--- config.mk ---
export PLATFORM = sky130hd
export DESIGN_NAME = ajrb_ctrl
export DESIGN_NICKNAME = d
export VERILOG_FILES = /design/src/rtl/ajrb_pkg.sv /design/src/rtl/ajrb_ctrl.sv
export SDC_FILE = /design/constraint.sdc
export NUM_CORES = 1
export LEC_CHECK = 0
export BUFFER_PORTS_ARGS = -buffer_cell sky130_fd_sc_hd__buf_2
export CORE_AREA = 2 2 39 41
export CTS_CLUSTER_SIZE = 8
export DETAILED_ROUTE_END_ITERATION = 6
export DIE_AREA = 0 0 41 43
export GPL_TIMING_DRIVEN = 1
export PLACE_DENSITY_LB_ADDON = 0.25
export SLEW_MARGIN = 5
export SYNTH_ARGS = -nofsm -noshare
export SYNTH_HDL_FRONTEND = slang
export SYNTH_SLANG_ARGS = --single-unit
--- constraint.sdc ---
create_clock -name i_clk -period 1.3 [get_ports i_clk]
set_input_delay 0.26 -clock i_clk [delete_from_list [all_inputs] [get_ports i_clk]]
set_output_delay 0.26 -clock i_clk [all_outputs]
set_load 0.03 [all_outputs]
--- src/rtl/ajrb_pkg.sv ---
package ajrb_pkg;

    localparam int RING_DEPTH = 16384;
    localparam int MAX_BURST  = 64;
    localparam int FRAME_MAX  = 4096;

    localparam int IDX_W   = $clog2(RING_DEPTH);
    localparam int LVL_W   = 14;
    localparam int CMP_W   = (IDX_W > LVL_W) ? IDX_W : LVL_W;
    localparam int FLEN_W  = 13;
    localparam int FPOS_W  = 12;
    localparam int SMP_W   = 16;
    localparam int BURST_W = 7;
    localparam int CNT_W   = $clog2(MAX_BURST + 1);
    localparam int CFG_W   = 14;
    localparam int CIDX_W  = 2;

    localparam logic [FLEN_W-1:0] FRAME_LEN_RST  = FLEN_W'(960);
    localparam logic [LVL_W-1:0]  START_LVL_RST  = LVL_W'(3840);
    localparam logic [LVL_W-1:0]  HIGH_LVL_RST   = LVL_W'(9600);
    localparam logic [LVL_W-1:0]  TARGET_LVL_RST = LVL_W'(4800);

    localparam logic [CIDX_W-1:0] REG_FRAME_LEN  = 2'd0;
    localparam logic [CIDX_W-1:0] REG_START_LVL  = 2'd1;
    localparam logic [CIDX_W-1:0] REG_HIGH_LVL   = 2'd2;
    localparam logic [CIDX_W-1:0] REG_TARGET_LVL = 2'd3;

    localparam logic OP_PUSH = 1'b0;
    localparam logic OP_PULL = 1'b1;

    typedef struct packed {
        logic push;
        logic pull_start;
        logic issue;
    } t_cmd;

    typedef struct packed {
        logic last_left;
    } t_status;

endpackage

--- src/rtl/ajrb_ctrl.sv ---
module ajrb_ctrl (
    input  logic                              i_clk,
    input  logic                              i_rst_n,
    input  logic                              i_in_valid,
    output logic                              o_in_ready,
    input  logic                              i_opcode,
    input  logic [ajrb_pkg::BURST_W-1:0]      i_burst_len,
    output logic                              o_out_valid,
    input  logic                              i_out_ready,
    output ajrb_pkg::t_cmd                    o_cmd,
    input  ajrb_pkg::t_status                 i_status
);
    import ajrb_pkg::*;

    typedef enum logic [1:0] {
        ST_IDLE  = 2'b01,
        ST_BURST = 2'b10
    } t_state;

    t_state r_state, n_state;
    logic   r_out_valid, n_out_valid;
    logic   out_free;
    logic   accept;

    assign out_free    = !r_out_valid || i_out_ready;
    assign o_in_ready  = (r_state == ST_IDLE) && out_free;
    assign accept      = i_in_valid && o_in_ready;
    assign o_out_valid = r_out_valid;

    always_comb begin
        n_state          = r_state;
        o_cmd.push       = 1'b0;
        o_cmd.pull_start = 1'b0;
        o_cmd.issue      = 1'b0;
        unique case (r_state)
            ST_IDLE: begin
                if (accept) begin
                    if (i_opcode == OP_PUSH) begin
                        o_cmd.push = 1'b1;
                    end else if (i_burst_len != '0) begin
                        o_cmd.pull_start = 1'b1;
                        n_state          = ST_BURST;
                    end
                end
            end
            ST_BURST: begin
                if (out_free) begin
                    o_cmd.issue = 1'b1;
                    if (i_status.last_left) begin
                        n_state = ST_IDLE;
                    end
                end
            end
            default: begin
                n_state = ST_IDLE;
            end
        endcase
    end

    always_comb begin
        n_out_valid = r_out_valid;
        if (o_cmd.issue) begin
            n_out_valid = 1'b1;
        end else if (i_out_ready) begin
            n_out_valid = 1'b0;
        end
    end

    always_ff @(posedge i_clk) begin
        if (!i_rst_n) begin
            r_state     <= ST_IDLE;
            r_out_valid <= 1'b0;
        end else begin
            r_state     <= n_state;
            r_out_valid <= n_out_valid;
        end
    end

endmodule

==> results of run 1 <==
-- tightest hold or removal path: cells and delay by family --
family | cells | cell delay (ns)
compound gates | 1 | 0.04
buf+inv | 2 | 0.17
-- cells in the final DEF (no fill, tap or decap), types with 3 or more instances in the layout --
master    netlist  layout
clkbuf_4        0       3
buf_6           0       4
buf_4           1       5
buf_2           0      13
-- repair_timing --
item | in CTS | in global routing
hold buffers | 0 | 0
setup endpoints to repair | 3 | 4
resized for setup | 6 | 5
pin swaps | 2 | 1
buffers inserted | 2 | 1
-- registers in the layout, summed over array words and instances, names as in the netlist --
name	flops
r_state	2
o_out_valid	1
-- where the power goes --
| part | internal [mW] | leakage, nW | switching (mW) |
|---|---|---|---|
| clock network | 0.115 | 0.0150 | 0.0462 |
| logic | 0.0503 | 0.154 | 0.0363 |
| registers | 0.0941 | 0.0257 | 0.00292 |
| total | 0.259 | 0.195 | 0.0854 |
-- cell families after synthesis --
family                 Yosys count  share of synthesized area
buffers and inverters            2                     0.0588
flip-flops                       3                      0.314
AO/OA/AOI/OAI                    4                      0.170
AND/OR/NAND/NOR                 11                      0.457
-- through the flow --
stage | util | cells | total power [mW] | setup slack [ns] | instance area, sq um
floorplan | - | 20 | 0.131 | -0.256 | 199
global placement | 0.225 | 54 | 0.164 | -0.0849 | 312
detailed placement | 0.225 | 54 | 0.163 | -0.0802 | 312
CTS | 0.269 | 60 | 0.347 | -0.218 | 372
global route | 0.285 | 61 | 0.373 | -0.273 | 394
finish | 0.285 | 61 | 0.345 | -0.206 | 394
-- cell type report --
cell class	instances	area share
Timing Repair Buffer	22	0.375
Tap cell	16	0.0508
Inverter	1	0.00952
Clock buffer	4	0.0667
Multi-Input combinational cell	15	0.333
Sequential cell	3	0.165
-- worst paths after layout --
path | from | to | slack (ns) | depth (start not counted)
min | i_rst_n | o_out_valid$_SDFFE_PN0P_ | 0.30 | 3
min reg2reg | r_state[1]$_SDFFE_PN0P_ | o_out_valid$_SDFFE_PN0P_ | 0.52 | 2
max | o_out_valid$_SDFFE_PN0P_ | o_cmd[1] | -0.21 | 4
max reg2reg | o_out_valid$_SDFFE_PN0P_ | r_state[1]$_SDFFE_PN0P_ | 0.11 | 6
-- routing by layer --
metal  up-vias  global-route usage  wire length [um]
li1        123                   -                 -
met1        96              0.0895               236
met2        20               0.106               181
met3         0              0.0942                94
met4         0                   0                 0
met5         -                   0                 0
==> metrics.md, run 1 <==
| Metric | Value |
|---|---|
| N_diodes | 0 |
| Total of max-cap violations | 0 |
| Worst Setup End Kind | output port |
| Critical Path Fanout Max | 3 |
| Reg clk slew, reported paths | 0.03 ns |
| # H-tree levels | 1 |
| Maximum vdd ir drop | 0.353 mV |
| Largest net degree at the start of global routing | 4 |
| Failing checks | setup timing |
| GR Overflow Total | 0 |
| Cts bufs inserted | 3 |
| Vias in the first global route | 239 |
| Post-synth net total | 33 |
| Crit path cell chain | nor2b_4 > nor3b_4 > and4_4 > buf_6 |
| Worst Path Buf+Inv | 1 |
| Synth Cell Area | 191 sq um |
| Slew Viols, Final | 0 |
| Gr usage total | 0.0802 |
| Via/cell ratio | 3.92 |
| Worst path required time | 1.04 ns |
| CTS tree | built |
| Startpoint Class | flop |
| Reg area | 65.1 sq um |
| Critical path type | flop to output port |
| Final hold vios | 0 |
| Cell taking the most area after synthesis | dfxtp_1 |
| Avg Cell Area, Syn | 9.57 sq um |
| Final hold slack | 0.300 ns |
| Latest clock arrival within the worst-skew pair | 0.23 ns |
| Initial antenna violation count | 0 |
| Die ar. | 1760 sq um |
| Top delay family on crit path | simple AND/OR/NAND/NOR gates |
| Die Span X | 41 um |
| Clock Tree Buf Depth | 2 |
| Core Area | 1380 sq um |
| Starting Density | 0.138 |
| DR WL/cell | 8.39 um |
| DR iter-0 viols | 2 |
| DR pass1 iterations | 3 |
| DRC errors left | 0 |
| WL final | 512 um |
| Worst hold path class | input port to flop |
| Top-count cell post-synth | dfxtp_1 |
| Final Wtd Congestion | 0.606 |
| Synth area leaders | dfxtp_1, nor3b_4, nor2b_4, a211oi_2, nand2b_1 |
| Crit path DAT | 1.25 ns |
| Pleak | 0.195 nW |
| Tmin final | 1.51 ns |
| Post-synth cell types | 17 |
| Io pins | 18 |
| CTS Sinks | 3 |
| Status | finished, violations left |
| # setup viols final | 3 |
| Share of layout cells above drive strength 1 | 0.733 |
| Worst Skew | 0.00364 ns |
| Top cell type's share of synthesized area | 0.314 |
| Setup TNS | -0.569 ns |
| Hpwl dp | 401 um |
| Slowest CP cell | dfxtp_4 |
| Worst setup margin | -0.206 ns |
| Clk root buf | clkbuf_4 |
| Area of the multi-input gates | 131 sq um |
| Synth Register Bits | 3 |
| P&R area growth vs syn | 106% |
| Post-synth top cells | dfxtp_1, nand2b_1 |
| Routed Antenna Nets | 0 |
| Standard-cell row count | 14 |
| Final Net Count | 59 |
| Slowest Stage Delay on Critical Path | 0.33 ns |
| Max-slew headroom | 0.840 |
| Ys async rst share | 0 |
| Power Density | 875 nW/um^2 |
| Routed vias | 239 |
| Total of warnings raised by yosys | 0 |
| First-pass GRT wire length | 897 um |
| Mapped Cells | 20 |
| Chip height | 43 um |
| Crit share post-route | 1.16 |
| Post-synth EDFFs | 0 |
| IO Port Bufs | 17 |
| RSZ-0062 raised after global routing | true |
| Seq/Total Area, Yosys | 0.314 |
| Fmax | 664 MHz |
| Fill cells | 147 |
| Main flop type after synthesis | dfxtp_1 |
| Slew @ Worst Pin | 0.238 ns |
Power figures use the tool's default switching activity.
==> inputs of run 2 (changes only) <==
- CELL_PAD_IN_SITES_DETAIL_PLACEMENT: unset -> 1
- CELL_PAD_IN_SITES_GLOBAL_PLACEMENT: unset -> 2
==> metrics.md, run 2 (synthesized netlist as in run 1, its figures left out) <==
| Metric | Value |
|---|---|
| Status | finished, violations left |
| Failing checks | setup timing |
| Register with the most flip-flops | r_state |
| IO Port Bufs | 17 |
| Slew @ Worst Pin | 0.210 ns |
| Clk root buf | clkbuf_4 |
| Routed Antenna Nets | 0 |
| Crit share post-route | 1.21 |
| Tmin final | 1.57 ns |
| Latest clock arrival within the worst-skew pair | 0.23 ns |
| WL final | 642 um |
| Pint | 0.257 mW |
| Standard-cell row count | 14 |
| Max reg flops | 2 |
| Clock Tree Buf Depth | 2 |
| RSZ-0062 raised after global routing | true |
| Routed vias | 262 |
| CTS tree | built |
| Switch Pwr | 0.0844 mW |
| Clock Power Share | 0.468 |
| Switching share of total power | 0.248 |
| Gr usage total | 0.0853 |
| GR Overflow Total | 0 |
| Worst Skew | 0.00104 ns |
| Final Wtd Congestion | 0.601 |
| Hold EP | o_out_valid$_SDFFE_PN0P_ |
| Fmax | 636 MHz |
| FF-to-FF path depth | 5 |
| Final hold vios | 0 |
| Reg-to-Reg Start | o_out_valid$_SDFFE_PN0P_ |
| Slowest Stage Delay on Critical Path | 0.33 ns |
| Fill cells | 173 |
| N_diodes | 0 |
| Chip height | 43 um |
| Worst Setup End Kind | output port |
| Power Density | 829 nW/um^2 |
| Die ar. | 1760 sq um |
| Commonest cells after routing, fill and taps aside | buf_2, buf_4, buf_6 |
| Max-slew headroom | 0.859 |
| Hpwl dp | 485 um |
| Cts bufs inserted | 3 |
| Crit path DAT | 1.31 ns |
| Pleak | 0.196 nW |
| Largest net degree at the start of global routing | 6 |
| Reg clk slew, reported paths | 0.04 ns |
| CTS Sinks | 3 |
| Die Span X | 41 um |
| Worst setup margin | -0.273 ns |
| Placed cell areas | 312 sq um |
| Maximum vdd ir drop | 0.335 mV |
| # H-tree levels | 1 |
| Share of layout cells above drive strength 1 | 0.723 |
| Sequential power share | 0.281 |
| Core Area | 1380 sq um |
| Critical path type | flop to output port |
| # setup viols final | 4 |
| DR WL/cell | 10.2 um |
| Startpoint Class | flop |
| Total of max-cap violations | 0 |
| First-pass GRT wire length | 1020 um |
| Via/cell ratio | 4.16 |
| Slowest CP cell | dfxtp_4 |
| DRC errors left | 0 |
| Final Net Count | 61 |
| Hold path depth | 3 |
| P&R area growth vs syn | 115% |
| R2R setup slack | 0.16 ns |
| DR iter-0 viols | 2 |
| Setup TNS | -0.764 ns |
| Io pins | 18 |
| Slew Viols, Final | 0 |
| Commonest non-fill, non-tap cell in the layout | buf_2 |
| Starting Density | 0.138 |
| Initial antenna violation count | 0 |
| Reg-to-reg endpoint | r_state[0]$_SDFFE_PN1P_ |
| Vias in the first global route | 266 |
| Worst hold path class | input port to flop |
| Design area | 412 sq um |
| Min-Delay Startpoint | i_rst_n |
| Critical Path Fanout Max | 4 |
| Worst path required time | 1.04 ns |
| Comb power frac | 0.251 |
| DR pass1 iterations | 4 |
| Crit path cell chain | nor2b_4 > nor3b_4 > and4_4 > buf_6 |
| # hold bufs at CTS | 0 |
[run 2: area by class of cell]
type | count | area, sq um | area share
Sequential cell | 3 | 63.8 | 0.155
Timing Repair Buffer | 24 | 166 | 0.404
Inverter | 1 | 3.75 | 0.00912
Clock buffer | 4 | 26.3 | 0.0638
Multi-Input combinational cell | 15 | 131 | 0.319
Tap cell | 16 | 20.0 | 0.0486
[run 2: what timing repair did]
action / 4_1_cts / 5_1_grt
setup endpoints to repair: 3 / 4
pin swaps: 3 / 3
resized for setup: 10 / 1
buffers inserted: 2 / 3
[run 2: worst max-delay path: cells and delay by family, from the launching register on]
kind,cells,cell delay [ns]
buffers and inverters,1,0.13
AND/OR/NAND/NOR,3,0.63
flip-flops,1,0.33
[run 2: routing by layer]
| metal | part of all wire | up-vias | wire [um] | GRT usage |
|---|---|---|---|---|
| met5 | 0 | - | 0 | 0 |
| met4 | 0 | 0 | 0 | 0.0200 |
| met3 | 0.061 | 0 | 39 | 0.0471 |
| met2 | 0.57 | 12 | 365 | 0.153 |
| met1 | 0.37 | 122 | 237 | 0.0769 |
| li1 | - | 128 | - | - |
[run 2: power by group through the flow]
stage	registers [mW]	logic (mW)	clock network [mW]
floorplan	0.0975	0.0339	0
global placement	0.0971	0.0621	0
detailed placement	0.0973	0.0635	0
CTS	0.0959	0.0783	0.165
global route	0.0959	0.0922	0.187
finish	0.0958	0.0856	0.160
[run 2: stage by stage]
step	hold WS (ns)	total power, mW	util	setup WS, ns	instances
2_1_floorplan	0.399	0.131	-	-0.256	20
3_5_place_dp	0.539	0.161	0.225	-0.0942	54
3_3_place_gp	0.528	0.159	0.225	-0.0986	54
4_1_cts	0.309	0.339	0.278	-0.286	60
6_report	0.307	0.341	0.297	-0.273	63
5_1_grt	0.318	0.375	0.297	-0.343	63
[run 2: worst max-delay path by stage]
stage,start,endpoint,slack [ns],depth (start not counted)
floorplan,o_out_valid$_SDFFE_PN0P_,o_cmd[1],-0.26,3
global placement,o_out_valid$_SDFFE_PN0P_,o_cmd[1],-0.1,4
detailed placement,o_out_valid$_SDFFE_PN0P_,o_cmd[1],-0.09,4
CTS,o_out_valid$_SDFFE_PN0P_,o_cmd[1],-0.29,4
global route,o_out_valid$_SDFFE_PN0P_,o_cmd[1],-0.34,4
finish,o_out_valid$_SDFFE_PN0P_,o_cmd[1],-0.27,4
==> inputs of run 3 (changes only) <==
- SKIP_CTS_REPAIR_TIMING: unset -> 1
- SKIP_LAST_GASP: unset -> 1
==> metrics.md, run 3 (synthesized netlist as in run 1, its figures left out) <==
| Metric | Value |
|---|---|
| Reg-to-reg endpoint | r_state[0]$_SDFFE_PN1P_ |
| Fmax | 640 MHz |
| Worst Setup End Kind | output port |
| FF-to-FF path depth | 5 |
| R2R setup slack | 0.18 ns |
| RSZ-0062 raised after global routing | true |
| Pleak | 0.191 nW |
| Clock Power Share | 0.468 |
| Final hold slack | 0.307 ns |
| N_diodes | 0 |
| Vias in the first global route | 253 |
| Worst hold path class | input port to flop |
| Critical path type | flop to output port |
| CTS tree | built |
| Crit share post-route | 1.20 |
| Io pins | 18 |
| Min-Delay Startpoint | i_rst_n |
| Startpoint Class | flop |
| Die Span X | 41 um |
| First-pass GRT wire length | 972 um |
| Clk root buf | clkbuf_4 |
| GR Overflow Total | 0 |
| Largest net degree at the start of global routing | 6 |
| Slew @ Worst Pin | 0.225 ns |
| P&R area growth vs syn | 109% |
| Final Wtd Congestion | 0.601 |
| Sequential power share | 0.281 |
| Power Density | 852 nW/um^2 |
| Via/cell ratio | 4.21 |
| Slew Viols, Final | 0 |
| Crit path cell chain | nor2b_4 > nor3b_4 > and4_4 > buf_6 |
| Slowest CP cell | dfxtp_4 |
| WL final | 644 um |
| Routed Antenna Nets | 0 |
| Tmin final | 1.56 ns |
| Failing checks | setup timing |
| Worst Skew | 0.000735 ns |
| CTS Sinks | 3 |
| Critical Path Fanout Max | 4 |
| Reg-to-Reg Start | o_out_valid$_SDFFE_PN0P_ |
| Hold EP | o_out_valid$_SDFFE_PN0P_ |
| Core Area | 1380 sq um |
| # H-tree levels | 1 |
| Hold path depth | 3 |
| Share of layout cells above drive strength 1 | 0.717 |
| Slowest Stage Delay on Critical Path | 0.33 ns |
| Maximum vdd ir drop | 0.336 mV |
| DR pass1 iterations | 4 |
| Final Net Count | 60 |
| Hpwl dp | 485 um |
| DR iter-0 viols | 2 |
| Standard-cell row count | 14 |
| Worst setup margin | -0.262 ns |
| Worst path required time | 1.04 ns |
| Total of max-cap violations | 0 |
| Status | finished, violations left |
| Register with the most flip-flops | r_state |
| IO Port Bufs | 17 |
| # setup viols final | 4 |
| Crit path from | o_out_valid$_SDFFE_PN0P_ |
| Reg clk slew, reported paths | 0.04 ns |
| Chip height | 43 um |
| Commonest cells after routing, fill and taps aside | buf_2, buf_4, buf_6 |
| Cts bufs inserted | 3 |
| Gr usage total | 0.0812 |
| Starting Density | 0.138 |
| Pint | 0.257 mW |
| Clock Tree Buf Depth | 2 |
| DR WL/cell | 10.4 um |
| Setup TNS | -0.649 ns |
| Crit path DAT | 1.30 ns |
| Max reg flops | 2 |
| Switching share of total power | 0.247 |
| DP Worst Slack | -0.0942 ns |
| Routed vias | 261 |
| Comb power frac | 0.251 |
| Die ar. | 1760 sq um |
| Final hold vios | 0 |
| DRC errors left | 0 |
| Switch Pwr | 0.0843 mW |
| Latest clock arrival within the worst-skew pair | 0.23 ns |
| Max-slew headroom | 0.850 |
| Initial antenna violation count | 0 |
| Commonest non-fill, non-tap cell in the layout | buf_2 |
run 3: cell types whose count changed in the layout (fill, tap and decap cells not counted), sizes merged:
cell,previous run,this run
buf,24,23
run 3: worst max path at each step:
stage	endpoint
2_1_floorplan	o_cmd[1]
3_3_place_gp	o_cmd[1]
3_5_place_dp	o_cmd[1]
4_1_cts	o_cmd[1]
5_1_grt	o_cmd[1]
6_report	o_cmd[1]
run 3: power groups by stage:
stage | clock network, mW | logic (mW) | registers, mW
6_report | 0.160 | 0.0856 | 0.0958
3_5_place_dp | 0 | 0.0635 | 0.0973
3_3_place_gp | 0 | 0.0621 | 0.0971
4_1_cts | 0.165 | 0.0640 | 0.0958
5_1_grt | 0.187 | 0.0923 | 0.0960
2_1_floorplan | 0 | 0.0339 | 0.0975
run 3: layout make-up:
class | count | area [sq um]
Clock buffer | 4 | 26.3
Multi-Input combinational cell | 15 | 131
Sequential cell | 3 | 63.8
Fill cell | 171 | 983
Inverter | 1 | 3.75
Timing Repair Buffer | 23 | 155
Tap cell | 16 | 20.0
run 3: layer usage:
layer | track usage | up-vias | part of all wire
met1 | 0.0769 | 122 | 0.36
met5 | 0 | - | 0
li1 | - | 127 | -
met2 | 0.141 | 12 | 0.56
met4 | 0.0200 | 0 | 0
met3 | 0.0471 | 0 | 0.070
run 3: worst max-delay path: cells and delay by family (launching register included):
family	cells	cell delay, ns
flops	1	0.33
buf+inv	1	0.13
simple gates	3	0.62
run 3: through the flow:
stage	utilization	area [sq um]	total power, mW	cells
final	0.289	400	0.341	62
after global routing	0.289	400	0.375	62
after CTS	0.244	338	0.325	58
after detailed placement	0.225	312	0.161	54
after global placement	0.225	312	0.159	54
after floorplan	-	199	0.131	20
